[src/hw/rtl/udpdmx_pkg.sv]
// Shared types, codes and constants of the UDP port demultiplexer table.
package udpdmx_pkg;

  localparam int ENTRIES_DEF = 8;
  localparam int RES_CAP     = 16;
  localparam int CNT_W       = $clog2(RES_CAP + 1);
  localparam logic [15:0] HDR_BYTES = 16'd8;

  // input item kinds
  localparam logic [1:0] KIND_LISTEN = 2'd0;
  localparam logic [1:0] KIND_CLOSE  = 2'd1;
  localparam logic [1:0] KIND_PACKET = 2'd2;

  // result event codes
  localparam logic [2:0] EV_BOUND   = 3'd0;
  localparam logic [2:0] EV_DELIVER = 3'd1;
  localparam logic [2:0] EV_UNREACH = 3'd2;
  localparam logic [2:0] EV_LISTEN  = 3'd3;
  localparam logic [2:0] EV_FULL    = 3'd4;
  localparam logic [2:0] EV_CLOSED  = 3'd5;

  typedef enum logic [3:0] {
    OP_NONE   = 4'd0,
    OP_LOAD   = 4'd1,
    OP_LISTEN = 4'd2,
    OP_FULL   = 4'd3,
    OP_CLOSE  = 4'd4,
    OP_EVAL   = 4'd5,
    OP_BOUND  = 4'd6,
    OP_DELIV  = 4'd7,
    OP_UNR    = 4'd8,
    OP_FLUSH  = 4'd9
  } op_t;

  typedef struct packed {
    op_t  op;
    logic idx_clr;
    logic idx_inc;
  } dp_cmd_t;

  typedef struct packed {
    logic idx_last;
    logic cur_used;
    logic bind_hit;
    logic deliv_hit;
    logic bind_hit_r;
    logic deliv_hit_r;
    logic delivered;
    logic pend_valid;
    logic can_gen;
    logic out_free;
  } dp_sts_t;

endpackage

[src/hw/rtl/udpdmx_dp.sv]
// Datapath: endpoint table, scan index, result pending stage and output register.
module udpdmx_dp #(
  parameter int ENTRIES = udpdmx_pkg::ENTRIES_DEF
) (
  input  logic                 clk,
  input  logic                 rst_n,
  input  logic [15:0]          in_local_port,
  input  logic                 in_deliver_enable,
  input  logic [2:0]           in_slot,
  input  logic [31:0]          in_src_ip,
  input  logic [15:0]          in_src_port,
  input  logic [15:0]          in_dst_port,
  input  logic [15:0]          in_udp_len,
  input  udpdmx_pkg::dp_cmd_t  cmd,
  output udpdmx_pkg::dp_sts_t  sts,
  input  logic                 out_tready,
  output logic                 out_tvalid,
  output logic [2:0]           out_event,
  output logic [2:0]           out_entry,
  output logic [15:0]          out_payload_len,
  output logic                 out_last
);

  localparam int IDX_W = (ENTRIES > 1) ? $clog2(ENTRIES) : 1;
  localparam int EXT_W = IDX_W + 3;

  // latched item fields
  logic [15:0] lport_r;
  logic        den_r;
  logic [2:0]  slot_r;
  logic [31:0] sip_r;
  logic [15:0] sport_r;
  logic [15:0] dport_r;
  logic [15:0] ulen_r;

  logic [IDX_W-1:0]         idx_r;
  logic [udpdmx_pkg::CNT_W-1:0] count_r;
  logic                     delivered_r;
  logic                     bind_hit_r;
  logic                     deliv_hit_r;
  logic [ENTRIES-1:0]       used_r;
  logic [ENTRIES-1:0]       bound_r;
  logic [ENTRIES-1:0]       dlv_r;

  // table memories, registered read at the scan index
  logic [15:0] lport_mem [ENTRIES];
  logic [15:0] pport_mem [ENTRIES];
  logic [31:0] pip_mem   [ENTRIES];
  logic [15:0] rd_lport_r;
  logic [15:0] rd_pport_r;
  logic [31:0] rd_pip_r;

  logic        pend_valid_r;
  logic [2:0]  pend_ev_r;
  logic [2:0]  pend_entry_r;
  logic [15:0] pend_plen_r;

  logic        out_valid_r;
  logic [2:0]  out_ev_r;
  logic [2:0]  out_entry_r;
  logic [15:0] out_plen_r;
  logic        out_last_r;

  logic [EXT_W-1:0] idx_ext;
  logic [EXT_W-1:0] slot_ext;
  logic [15:0]      plen;
  logic             cur_used;
  logic             cur_bound;
  logic             cur_dlv;
  logic             port_eq;
  logic             bind_hit;
  logic             deliv_hit;
  logic             gen_req;
  logic [2:0]       gen_ev;
  logic [2:0]       gen_entry;
  logic [15:0]      gen_plen;
  logic             gen_ok;
  logic             out_free;
  logic             out_load;
  logic             push_last;

  assign idx_ext  = EXT_W'(idx_r);
  assign slot_ext = EXT_W'(slot_r);
  assign plen     = (ulen_r >= udpdmx_pkg::HDR_BYTES) ? (ulen_r - udpdmx_pkg::HDR_BYTES) : '0;

  assign cur_used  = used_r[idx_r];
  assign cur_bound = bound_r[idx_r];
  assign cur_dlv   = dlv_r[idx_r];
  assign port_eq   = (rd_lport_r == dport_r);
  assign bind_hit  = cur_used && !cur_bound && port_eq;
  // a fresh bind stores this packet's source, so it matches at once
  assign deliv_hit = cur_used && cur_dlv && port_eq &&
                     (bind_hit || (cur_bound && (rd_pip_r == sip_r) && (rd_pport_r == sport_r)));

  always_comb begin
    gen_req   = 1'b0;
    gen_ev    = udpdmx_pkg::EV_BOUND;
    gen_entry = '0;
    gen_plen  = '0;
    case (cmd.op)
      udpdmx_pkg::OP_LISTEN: begin
        gen_req   = 1'b1;
        gen_ev    = udpdmx_pkg::EV_LISTEN;
        gen_entry = idx_ext[2:0];
      end
      udpdmx_pkg::OP_FULL: begin
        gen_req = 1'b1;
        gen_ev  = udpdmx_pkg::EV_FULL;
      end
      udpdmx_pkg::OP_CLOSE: begin
        gen_req   = 1'b1;
        gen_ev    = udpdmx_pkg::EV_CLOSED;
        gen_entry = slot_r;
      end
      udpdmx_pkg::OP_BOUND: begin
        gen_req   = 1'b1;
        gen_ev    = udpdmx_pkg::EV_BOUND;
        gen_entry = idx_ext[2:0];
      end
      udpdmx_pkg::OP_DELIV: begin
        gen_req   = 1'b1;
        gen_ev    = udpdmx_pkg::EV_DELIVER;
        gen_entry = idx_ext[2:0];
        gen_plen  = plen;
      end
      udpdmx_pkg::OP_UNR: begin
        gen_req = 1'b1;
        gen_ev  = udpdmx_pkg::EV_UNREACH;
      end
      default: begin
        gen_req = 1'b0;
      end
    endcase
  end

  // drop results beyond the cap; the pending stage keeps the last one kept
  assign gen_ok    = gen_req && (count_r < udpdmx_pkg::CNT_W'(udpdmx_pkg::RES_CAP));
  assign out_free  = !out_valid_r || out_tready;
  assign push_last = (cmd.op == udpdmx_pkg::OP_FLUSH);
  assign out_load  = (gen_ok && pend_valid_r) || push_last;

  always_ff @(posedge clk) begin
    if (!rst_n) begin
      idx_r        <= '0;
      count_r      <= '0;
      delivered_r  <= 1'b0;
      bind_hit_r   <= 1'b0;
      deliv_hit_r  <= 1'b0;
      used_r       <= '0;
      bound_r      <= '0;
      dlv_r        <= '0;
      pend_valid_r <= 1'b0;
      out_valid_r  <= 1'b0;
    end else begin
      if (cmd.idx_clr) begin
        idx_r <= '0;
      end else if (cmd.idx_inc) begin
        idx_r <= idx_r + 1'b1;
      end

      if (cmd.op == udpdmx_pkg::OP_LOAD) begin
        count_r     <= '0;
        delivered_r <= 1'b0;
      end else if (gen_ok) begin
        count_r <= count_r + 1'b1;
      end
      if (cmd.op == udpdmx_pkg::OP_DELIV) begin
        delivered_r <= 1'b1;
      end

      if (cmd.op == udpdmx_pkg::OP_EVAL) begin
        bind_hit_r  <= bind_hit;
        deliv_hit_r <= deliv_hit;
        if (bind_hit) begin
          bound_r[idx_r] <= 1'b1;
        end
      end

      if (cmd.op == udpdmx_pkg::OP_LISTEN) begin
        used_r[idx_r]  <= 1'b1;
        bound_r[idx_r] <= 1'b0;
        dlv_r[idx_r]   <= den_r;
      end

      if (cmd.op == udpdmx_pkg::OP_CLOSE) begin
        for (int i = 0; i < ENTRIES; i++) begin
          if (slot_ext == EXT_W'(i)) begin
            used_r[i]  <= 1'b0;
            bound_r[i] <= 1'b0;
            dlv_r[i]   <= 1'b0;
          end
        end
      end

      if (gen_ok) begin
        pend_valid_r <= 1'b1;
      end else if (push_last) begin
        pend_valid_r <= 1'b0;
      end

      if (out_load) begin
        out_valid_r <= 1'b1;
      end else if (out_tready) begin
        out_valid_r <= 1'b0;
      end
    end
  end

  // payload registers
  always_ff @(posedge clk) begin
    if (cmd.op == udpdmx_pkg::OP_LOAD) begin
      lport_r <= in_local_port;
      den_r   <= in_deliver_enable;
      slot_r  <= in_slot;
      sip_r   <= in_src_ip;
      sport_r <= in_src_port;
      dport_r <= in_dst_port;
      ulen_r  <= in_udp_len;
    end
    if (gen_ok) begin
      pend_ev_r    <= gen_ev;
      pend_entry_r <= gen_entry;
      pend_plen_r  <= gen_plen;
    end
    if (out_load) begin
      out_ev_r    <= pend_ev_r;
      out_entry_r <= pend_entry_r;
      out_plen_r  <= pend_plen_r;
      out_last_r  <= push_last;
    end
  end

  always_ff @(posedge clk) begin
    if (cmd.op == udpdmx_pkg::OP_LISTEN) begin
      lport_mem[idx_r] <= lport_r;
    end
    if ((cmd.op == udpdmx_pkg::OP_EVAL) && bind_hit) begin
      pport_mem[idx_r] <= sport_r;
      pip_mem[idx_r]   <= sip_r;
    end
    rd_lport_r <= lport_mem[idx_r];
    rd_pport_r <= pport_mem[idx_r];
    rd_pip_r   <= pip_mem[idx_r];
  end

  always_comb begin
    sts.idx_last    = (idx_r == IDX_W'(ENTRIES - 1));
    sts.cur_used    = cur_used;
    sts.bind_hit    = bind_hit;
    sts.deliv_hit   = deliv_hit;
    sts.bind_hit_r  = bind_hit_r;
    sts.deliv_hit_r = deliv_hit_r;
    sts.delivered   = delivered_r;
    sts.pend_valid  = pend_valid_r;
    sts.can_gen     = !pend_valid_r || out_free;
    sts.out_free    = out_free;
  end

  assign out_tvalid      = out_valid_r;
  assign out_event       = out_ev_r;
  assign out_entry       = out_entry_r;
  assign out_payload_len = out_plen_r;
  assign out_last        = out_last_r;

endmodule

[src/hw/rtl/udpdmx_ctrl.sv]
// Controller: state machine that sequences listen, close and packet scans.
module udpdmx_ctrl (
  input  logic                 clk,
  input  logic                 rst_n,
  input  logic                 in_tvalid,
  input  logic [1:0]           in_kind,
  output logic                 in_tready,
  input  udpdmx_pkg::dp_sts_t  sts,
  output udpdmx_pkg::dp_cmd_t  cmd
);

  typedef enum logic [8:0] {
    S_IDLE   = 9'b000000001,
    S_LSCAN  = 9'b000000010,
    S_CLOSE  = 9'b000000100,
    S_PREAD  = 9'b000001000,
    S_PEVAL  = 9'b000010000,
    S_PBIND  = 9'b000100000,
    S_PDELIV = 9'b001000000,
    S_PUNR   = 9'b010000000,
    S_FLUSH  = 9'b100000000
  } state_t;

  state_t state_r;
  state_t state_nxt;

  assign in_tready = (state_r == S_IDLE);

  always_comb begin
    state_nxt   = state_r;
    cmd.op      = udpdmx_pkg::OP_NONE;
    cmd.idx_clr = 1'b0;
    cmd.idx_inc = 1'b0;
    case (state_r)
      S_IDLE: begin
        if (in_tvalid) begin
          cmd.op      = udpdmx_pkg::OP_LOAD;
          cmd.idx_clr = 1'b1;
          case (in_kind)
            udpdmx_pkg::KIND_LISTEN: state_nxt = S_LSCAN;
            udpdmx_pkg::KIND_CLOSE:  state_nxt = S_CLOSE;
            udpdmx_pkg::KIND_PACKET: state_nxt = S_PREAD;
            default:                 state_nxt = S_IDLE;
          endcase
        end
      end
      S_LSCAN: begin
        if (!sts.cur_used) begin
          if (sts.can_gen) begin
            cmd.op    = udpdmx_pkg::OP_LISTEN;
            state_nxt = S_FLUSH;
          end
        end else if (sts.idx_last) begin
          if (sts.can_gen) begin
            cmd.op    = udpdmx_pkg::OP_FULL;
            state_nxt = S_FLUSH;
          end
        end else begin
          cmd.idx_inc = 1'b1;
        end
      end
      S_CLOSE: begin
        if (sts.can_gen) begin
          cmd.op    = udpdmx_pkg::OP_CLOSE;
          state_nxt = S_FLUSH;
        end
      end
      S_PREAD: begin
        state_nxt = S_PEVAL;
      end
      S_PEVAL: begin
        cmd.op = udpdmx_pkg::OP_EVAL;
        if (sts.bind_hit) begin
          state_nxt = S_PBIND;
        end else if (sts.deliv_hit) begin
          state_nxt = S_PDELIV;
        end else if (sts.idx_last) begin
          state_nxt = S_PUNR;
        end else begin
          cmd.idx_inc = 1'b1;
          state_nxt   = S_PREAD;
        end
      end
      S_PBIND: begin
        if (sts.can_gen) begin
          cmd.op = udpdmx_pkg::OP_BOUND;
          if (sts.deliv_hit_r) begin
            state_nxt = S_PDELIV;
          end else if (sts.idx_last) begin
            state_nxt = S_PUNR;
          end else begin
            cmd.idx_inc = 1'b1;
            state_nxt   = S_PREAD;
          end
        end
      end
      S_PDELIV: begin
        if (sts.can_gen) begin
          cmd.op = udpdmx_pkg::OP_DELIV;
          if (sts.idx_last) begin
            state_nxt = S_PUNR;
          end else begin
            cmd.idx_inc = 1'b1;
            state_nxt   = S_PREAD;
          end
        end
      end
      S_PUNR: begin
        if (sts.delivered) begin
          state_nxt = S_FLUSH;
        end else if (sts.can_gen) begin
          cmd.op    = udpdmx_pkg::OP_UNR;
          state_nxt = S_FLUSH;
        end
      end
      S_FLUSH: begin
        if (!sts.pend_valid) begin
          state_nxt = S_IDLE;
        end else if (sts.out_free) begin
          cmd.op    = udpdmx_pkg::OP_FLUSH;
          state_nxt = S_IDLE;
        end
      end
      default: begin
        state_nxt = S_IDLE;
      end
    endcase
  end

  always_ff @(posedge clk) begin
    if (!rst_n) begin
      state_r <= S_IDLE;
    end else begin
      state_r <= state_nxt;
    end
  end

endmodule

[src/hw/rtl/udp_port_demux_table_top.sv]
// Top level of the UDP port demultiplexer table.
//
// Keeps a table of ENTRIES UDP endpoints and answers one input transfer with one or
// more result transfers, the final one marked by out_tlast. A listen item (in_tuser 0)
// takes the lowest free slot and reports "listening" with that slot, or "table full"
// with entry 0. A close item (in_tuser 1) frees the given slot and always reports
// "closed"; a slot beyond the table changes nothing. A received packet (in_tuser 2)
// is checked against every slot in ascending order: a listening, not yet bound entry
// whose local port equals the destination port is bound to the packet's source and
// reported as "bound"; a bound entry with delivery enabled whose peer address, peer
// port and local port match yields "deliver" with udp_len minus 8 (0 for short
// datagrams). With no delivery at all, one "port unreachable" with entry 0 follows.
// Kind 3 is dropped without a result. At most 16 results leave per item.
// Timing: one item at a time. The packet scan reads each table entry through a
// registered memory read, in a read state and then an evaluate state, and each bound
// or deliver event adds a state of its own. A listen scan tests the used flags and a
// close needs no scan; any of them waits while the output side stalls. The table
// needs no clearing pass after reset; the controller resets into idle, so in_tready
// is high once reset ends.
module udp_port_demux_table_top #(
  parameter int ENTRIES = udpdmx_pkg::ENTRIES_DEF  // table slots, 1 to 8
) (
  input  logic         clk,
  input  logic         rst_n,
  // input item channel
  input  logic         in_tvalid,
  output logic         in_tready,
  input  logic [151:0] in_tdata,   // local_port[15:0], deliver_enable[16], slot[19:17],
                                   // src_ip[51:20], src_mac[99:52], src_port[115:100],
                                   // dst_port[131:116], udp_len[147:132], zero[151:148]
  input  logic [1:0]   in_tuser,   // kind[1:0]
  // result channel
  output logic         out_tvalid,
  input  logic         out_tready,
  output logic [23:0]  out_tdata,  // entry[2:0], payload_len[18:3], zero[23:19]
  output logic [2:0]   out_tuser,  // event_res[2:0]
  output logic         out_tlast   // last result of the item
);

  udpdmx_pkg::dp_cmd_t cmd;
  udpdmx_pkg::dp_sts_t sts;

  logic [2:0]  res_entry;
  logic [15:0] res_payload_len;

  // Sequence each item: dispatch on kind, step the table scan, drain the last result.
  udpdmx_ctrl u_ctrl (
    .clk       (clk),
    .rst_n     (rst_n),
    .in_tvalid (in_tvalid),
    .in_kind   (in_tuser),
    .in_tready (in_tready),
    .sts       (sts),
    .cmd       (cmd)
  );

  // Hold the table, compare entries and stage results toward the output register.
  udpdmx_dp #(
    .ENTRIES (ENTRIES)
  ) u_dp (
    .clk               (clk),
    .rst_n             (rst_n),
    .in_local_port     (in_tdata[15:0]),
    .in_deliver_enable (in_tdata[16]),
    .in_slot           (in_tdata[19:17]),
    .in_src_ip         (in_tdata[51:20]),
    .in_src_port       (in_tdata[115:100]),
    .in_dst_port       (in_tdata[131:116]),
    .in_udp_len        (in_tdata[147:132]),
    .cmd               (cmd),
    .sts               (sts),
    .out_tready        (out_tready),
    .out_tvalid        (out_tvalid),
    .out_event         (out_tuser),
    .out_entry         (res_entry),
    .out_payload_len   (res_payload_len),
    .out_last          (out_tlast)
  );

  // Pack the result fields, lowest field first, padded to whole bytes.
  assign out_tdata = {5'b0, res_payload_len, res_entry};

endmodule

[config.mk]
export PLATFORM = sky130hd
export DESIGN_NAME = udp_port_demux_table_top
export DESIGN_NICKNAME = d
export VERILOG_FILES = /design/src/hw/rtl/udpdmx_pkg.sv /design/src/hw/rtl/udpdmx_dp.sv /design/src/hw/rtl/udpdmx_ctrl.sv /design/src/hw/rtl/udp_port_demux_table_top.sv
export SDC_FILE = /design/constraint.sdc
export NUM_CORES = 1
export LEC_CHECK = 0
export BUFFER_PORTS_ARGS = -buffer_cell sky130_fd_sc_hd__buf_2
export CORE_MARGIN = 2
export CORE_UTILIZATION = 35
export CTS_CLUSTER_SIZE = 30
export DETAILED_ROUTE_END_ITERATION = 12
export GPL_ROUTABILITY_DRIVEN = 1
export PLACE_DENSITY = 0.57
export SLEW_MARGIN = 20
export SYNTH_ARGS = -nofsm -noshare
export SYNTH_HDL_FRONTEND = slang
export SYNTH_SLANG_ARGS = --single-unit
export TNS_END_PERCENT = 50
[constraint.sdc]
create_clock -name clk -period 12.33 [get_ports clk]
set_clock_uncertainty 0.1 [all_clocks]
set_input_delay 0.6165 -clock clk [delete_from_list [all_inputs] [get_ports clk]]
set_output_delay 0.6165 -clock clk [all_outputs]
set_load 0.005 [all_outputs]
==> summary.md <==
| Metric | Value |
|---|---|
| Yosys cell types | 71 |
| Initial antenna violation count | 1 |
| Fin crit period | 3.91 ns |
| Yosys top cell area share | 71.6% |
| Worst-margin pin slew | 1.16 ns |
| Slowest stage delay, CP | 0.88 ns |
| Initial DRT Pass Iterations | 5 |
| Routed WL per cell | 22.8 um |
| Syn Inst Count | 1599 |
| Final period utilization | 31.7% |
| P&R area growth vs syn | 17.0% |
| Count leader, synth | edfxtp_1 |
| Hold_buf cts | 0 |
| Ratio of cells with drive above 1 in the final layout | 17.8% |
| Endpoints failing hold | 0 |
| Tot Pwr | 5.93 mW |
| Global-route usage over all layers | 15.9% |
| Synth top area cells | edfxtp_1, dfxtp_1, a22oi_1, xnor2_1, nand4_1 |
| Total CTS buffers | 80 |
| Vias | 15000 |
| Placeable Area | 77700 um^2 |
| Iteration-0 DRC count of the detailed router | 1326 |
| Crit path cell chain | inv_2 > mux4_2 > nand4_1 > buf_4 > nor2_4 > buf_4 |
| Count of pins over their slew limit | 0 |
| Root Buffer | clkbuf_16 |
| Worst EP arrival | 4.06 ns |
| Net count, final | 1926 |
| DRC errors left | 0 |
| Vias in the first global route | 15200 |
| Type of the worst setup path | register to register |
| Syn_area_per_cell | 17.2 um^2 |
| First-pass GRT wire length | 96800 um |
| Row Count | 102 |
| Mapped cell area | 27600 um^2 |
| Synth Warn # | 0 |
| Post_cts resized | 0 |
| Die area | 81000 um^2 |
| Crit path max fanout | 25 |
| Largest net degree at the start of global routing | 65 |
| EDFF count, synth | 657 |
| Post-detail-place hpwl | 34000 um |
| CP endpoint kind | register |
| Top_reg_cell synth | edfxtp_1 |
| PortBufs | 130 |
| Sequential element share of the synthesized area | 79.5% |
| Gpl congestion | 0.808 |
| Slowest CP cell | dfxtp_1 |
| CTS tree | yes |
| Startpoint Class | register |
| GRT Residual Overflow | 0 |
| Clk slew on worst S/H paths | 0.06 ns |
| Utilization after layout | 41.5% |
| Vias per cell | 5.22 |
| Setup bufs post-CTS | 0 |
| Die H | 285 um |
| Cell mode on critical path | buf_4 |
| Filler cells | 6938 |
| Largest area contributor in the synthesized netlist | edfxtp_1 |
| Most frequent cells after synthesis | edfxtp_1, a22oi_1, dfxtp_1 |
| WP data required | 12.48 ns |
| Async SR Flop Fraction | 0% |
| DRT Wirelength | 65400 um |
| Synth Register Bits | 766 |
| Post-route ant nets | 0 |
| Status | finished clean |
| Max Cap Viol | 0 |
| Worst slew margin | 22.8% |
| # IOs | 188 |
| Initial Util | 35.5% |
| Setup-failing EPs final | 0 |
| Setup TNS | 0 ns |
| Worst skew pair latency | 0.62 ns |
| H-Tree Depth | 3 |
| Fmax | 256 MHz |
| Peak VDD IR | 0.000109 V |
| # diodes | 0 |
| LEAKAGE | 10.3 nW |
| Hold WC Path Type | primary input to register |
| RSZ-0062 raised after global routing | no |
| Num Clock Sinks | 766 |
| PwrDens | 184 nW/um^2 |
| Horiz. Die Dim | 285 um |
| Clock Path Buffers | 3 |
## stage by stage
stage | worst slack, ns | instances | cell area, um^2 | hold WS (ns)
floorplan | 6.29 | 1603 | 27600 | 0.300
global placement | 8.37 | 2722 | 29600 | 0.302
detailed placement | 8.40 | 2722 | 29600 | 0.305
CTS | 8.36 | 2870 | 32200 | 0.0279
global route | 8.20 | 2870 | 32300 | 0.0229
finish | 8.42 | 2870 | 32300 | 0.0630
## cell usage in the layout (no fill, tap or decap), types with 7 or more instances in the layout
cell type and n:
dfxtp_1 109, xnor2_1 70, nor3_1 8, buf_2 130, edfxtp_1 657, clkbuf_1 13, or4_1 7, o221a_1 8
nand3_1 11, nor4_1 8, bufinv_16 8, clkinvlp_4 7, clkinv_2 12, o21a_1 13, inv_1 15, nand4_1 87
clkinv_1 15, o21ai_0 12, a21oi_1 10, nor3_2 9, mux2i_1 21, clkbuf_16 82, buf_4 31, a22oi_1 258
nand2_1 51, nor2_4 9, nor2_1 36
## kinds of logic (layout without fill, tap and decap cells)
family / Yosys count / after routing / synth area share (%)
flops: 766 / 766 / 79.5
compound gates: 350 / 350 / 9.66
simple gates: 275 / 275 / 5.51
buf+inv: 98 / 325 / 1.47
xor+xnor: 76 / 76 / 2.42
mux: 29 / 29 / 1.25
fa+ha+maj: 4 / 4 / 0.182
other cells: 1 / 5 / 0.0136
## area by class of cell
| class | instances | area [um^2] | area share, % |
|---|---|---|---|
| well taps | 1040 | 1300 | 4.03 |
| flip-flops and latches | 766 | 21900 | 67.9 |
| multi-input cells | 739 | 5420 | 16.8 |
| clock inverters | 48 | 502 | 1.56 |
| clock buffers | 100 | 2170 | 6.73 |
| repair buffers | 161 | 883 | 2.74 |
| inverters | 16 | 60.1 | 0.186 |
## per-layer routing
| layer | GRT usage, % | wire length (um) |
|---|---|---|
| met5 | 0 | 0 |
| met4 | 4.08 | 1470 |
| met3 | 2.70 | 3150 |
| met2 | 26.5 | 31800 |
| met1 | 21.4 | 28900 |
## registers in the layout, indices dropped and copies added, names as in the netlist, 5 cells and up
signal / flops
u_dp.pip_mem: 256
u_dp.pport_mem: 128
u_dp.lport_mem: 128
u_ctrl.state_r: 9
u_dp.ulen_r: 16
u_dp.rd_lport_r: 16
u_dp.count_r: 5
u_dp.out_payload_len: 16
u_dp.used_r: 8
u_dp.sip_r: 32
u_dp.lport_r: 16
u_dp.rd_pport_r: 16
u_dp.dport_r: 16
u_dp.dlv_r: 8
u_dp.pend_plen_r: 16
u_dp.rd_pip_r: 32
u_dp.bound_r: 8
u_dp.sport_r: 16
## worst paths after layout
path | start | endpoint | slack (ns) | cells after the start
max | u_dp.idx_r[0]$_SDFFE_PP0P_ | u_dp.pport_mem[1][13]$_DFFE_PP_ | 8.42 | 6
min | in_tdata[117] | u_dp.dport_r[1]$_DFFE_PP_ | 0.06 | 1
max reg2reg | u_dp.idx_r[0]$_SDFFE_PP0P_ | u_dp.pport_mem[1][13]$_DFFE_PP_ | 8.42 | 6
min reg2reg | u_dp.pend_plen_r[5]$_SDFFCE_PN0P_ | u_dp.out_payload_len[5]$_DFFE_PP_ | 0.32 | 0
## worst max-delay path: cells and delay by family, from the launching register on
kind          cells  cell delay [ns]
mux               1             0.55
simple gates      2             0.85
flops             1             0.88
buf+inv           3             1.10
## where the power goes
group          switching (mW)  internal, mW  total, mW  leakage [nW]
clock network            1.00          1.43       2.43          1.29
registers               0.164          3.05       3.21          6.89
logic                   0.192        0.0951      0.287          2.11
total                    1.36          4.57       5.93          10.3
No activity file was read; power rests on OpenSTA's default activity.
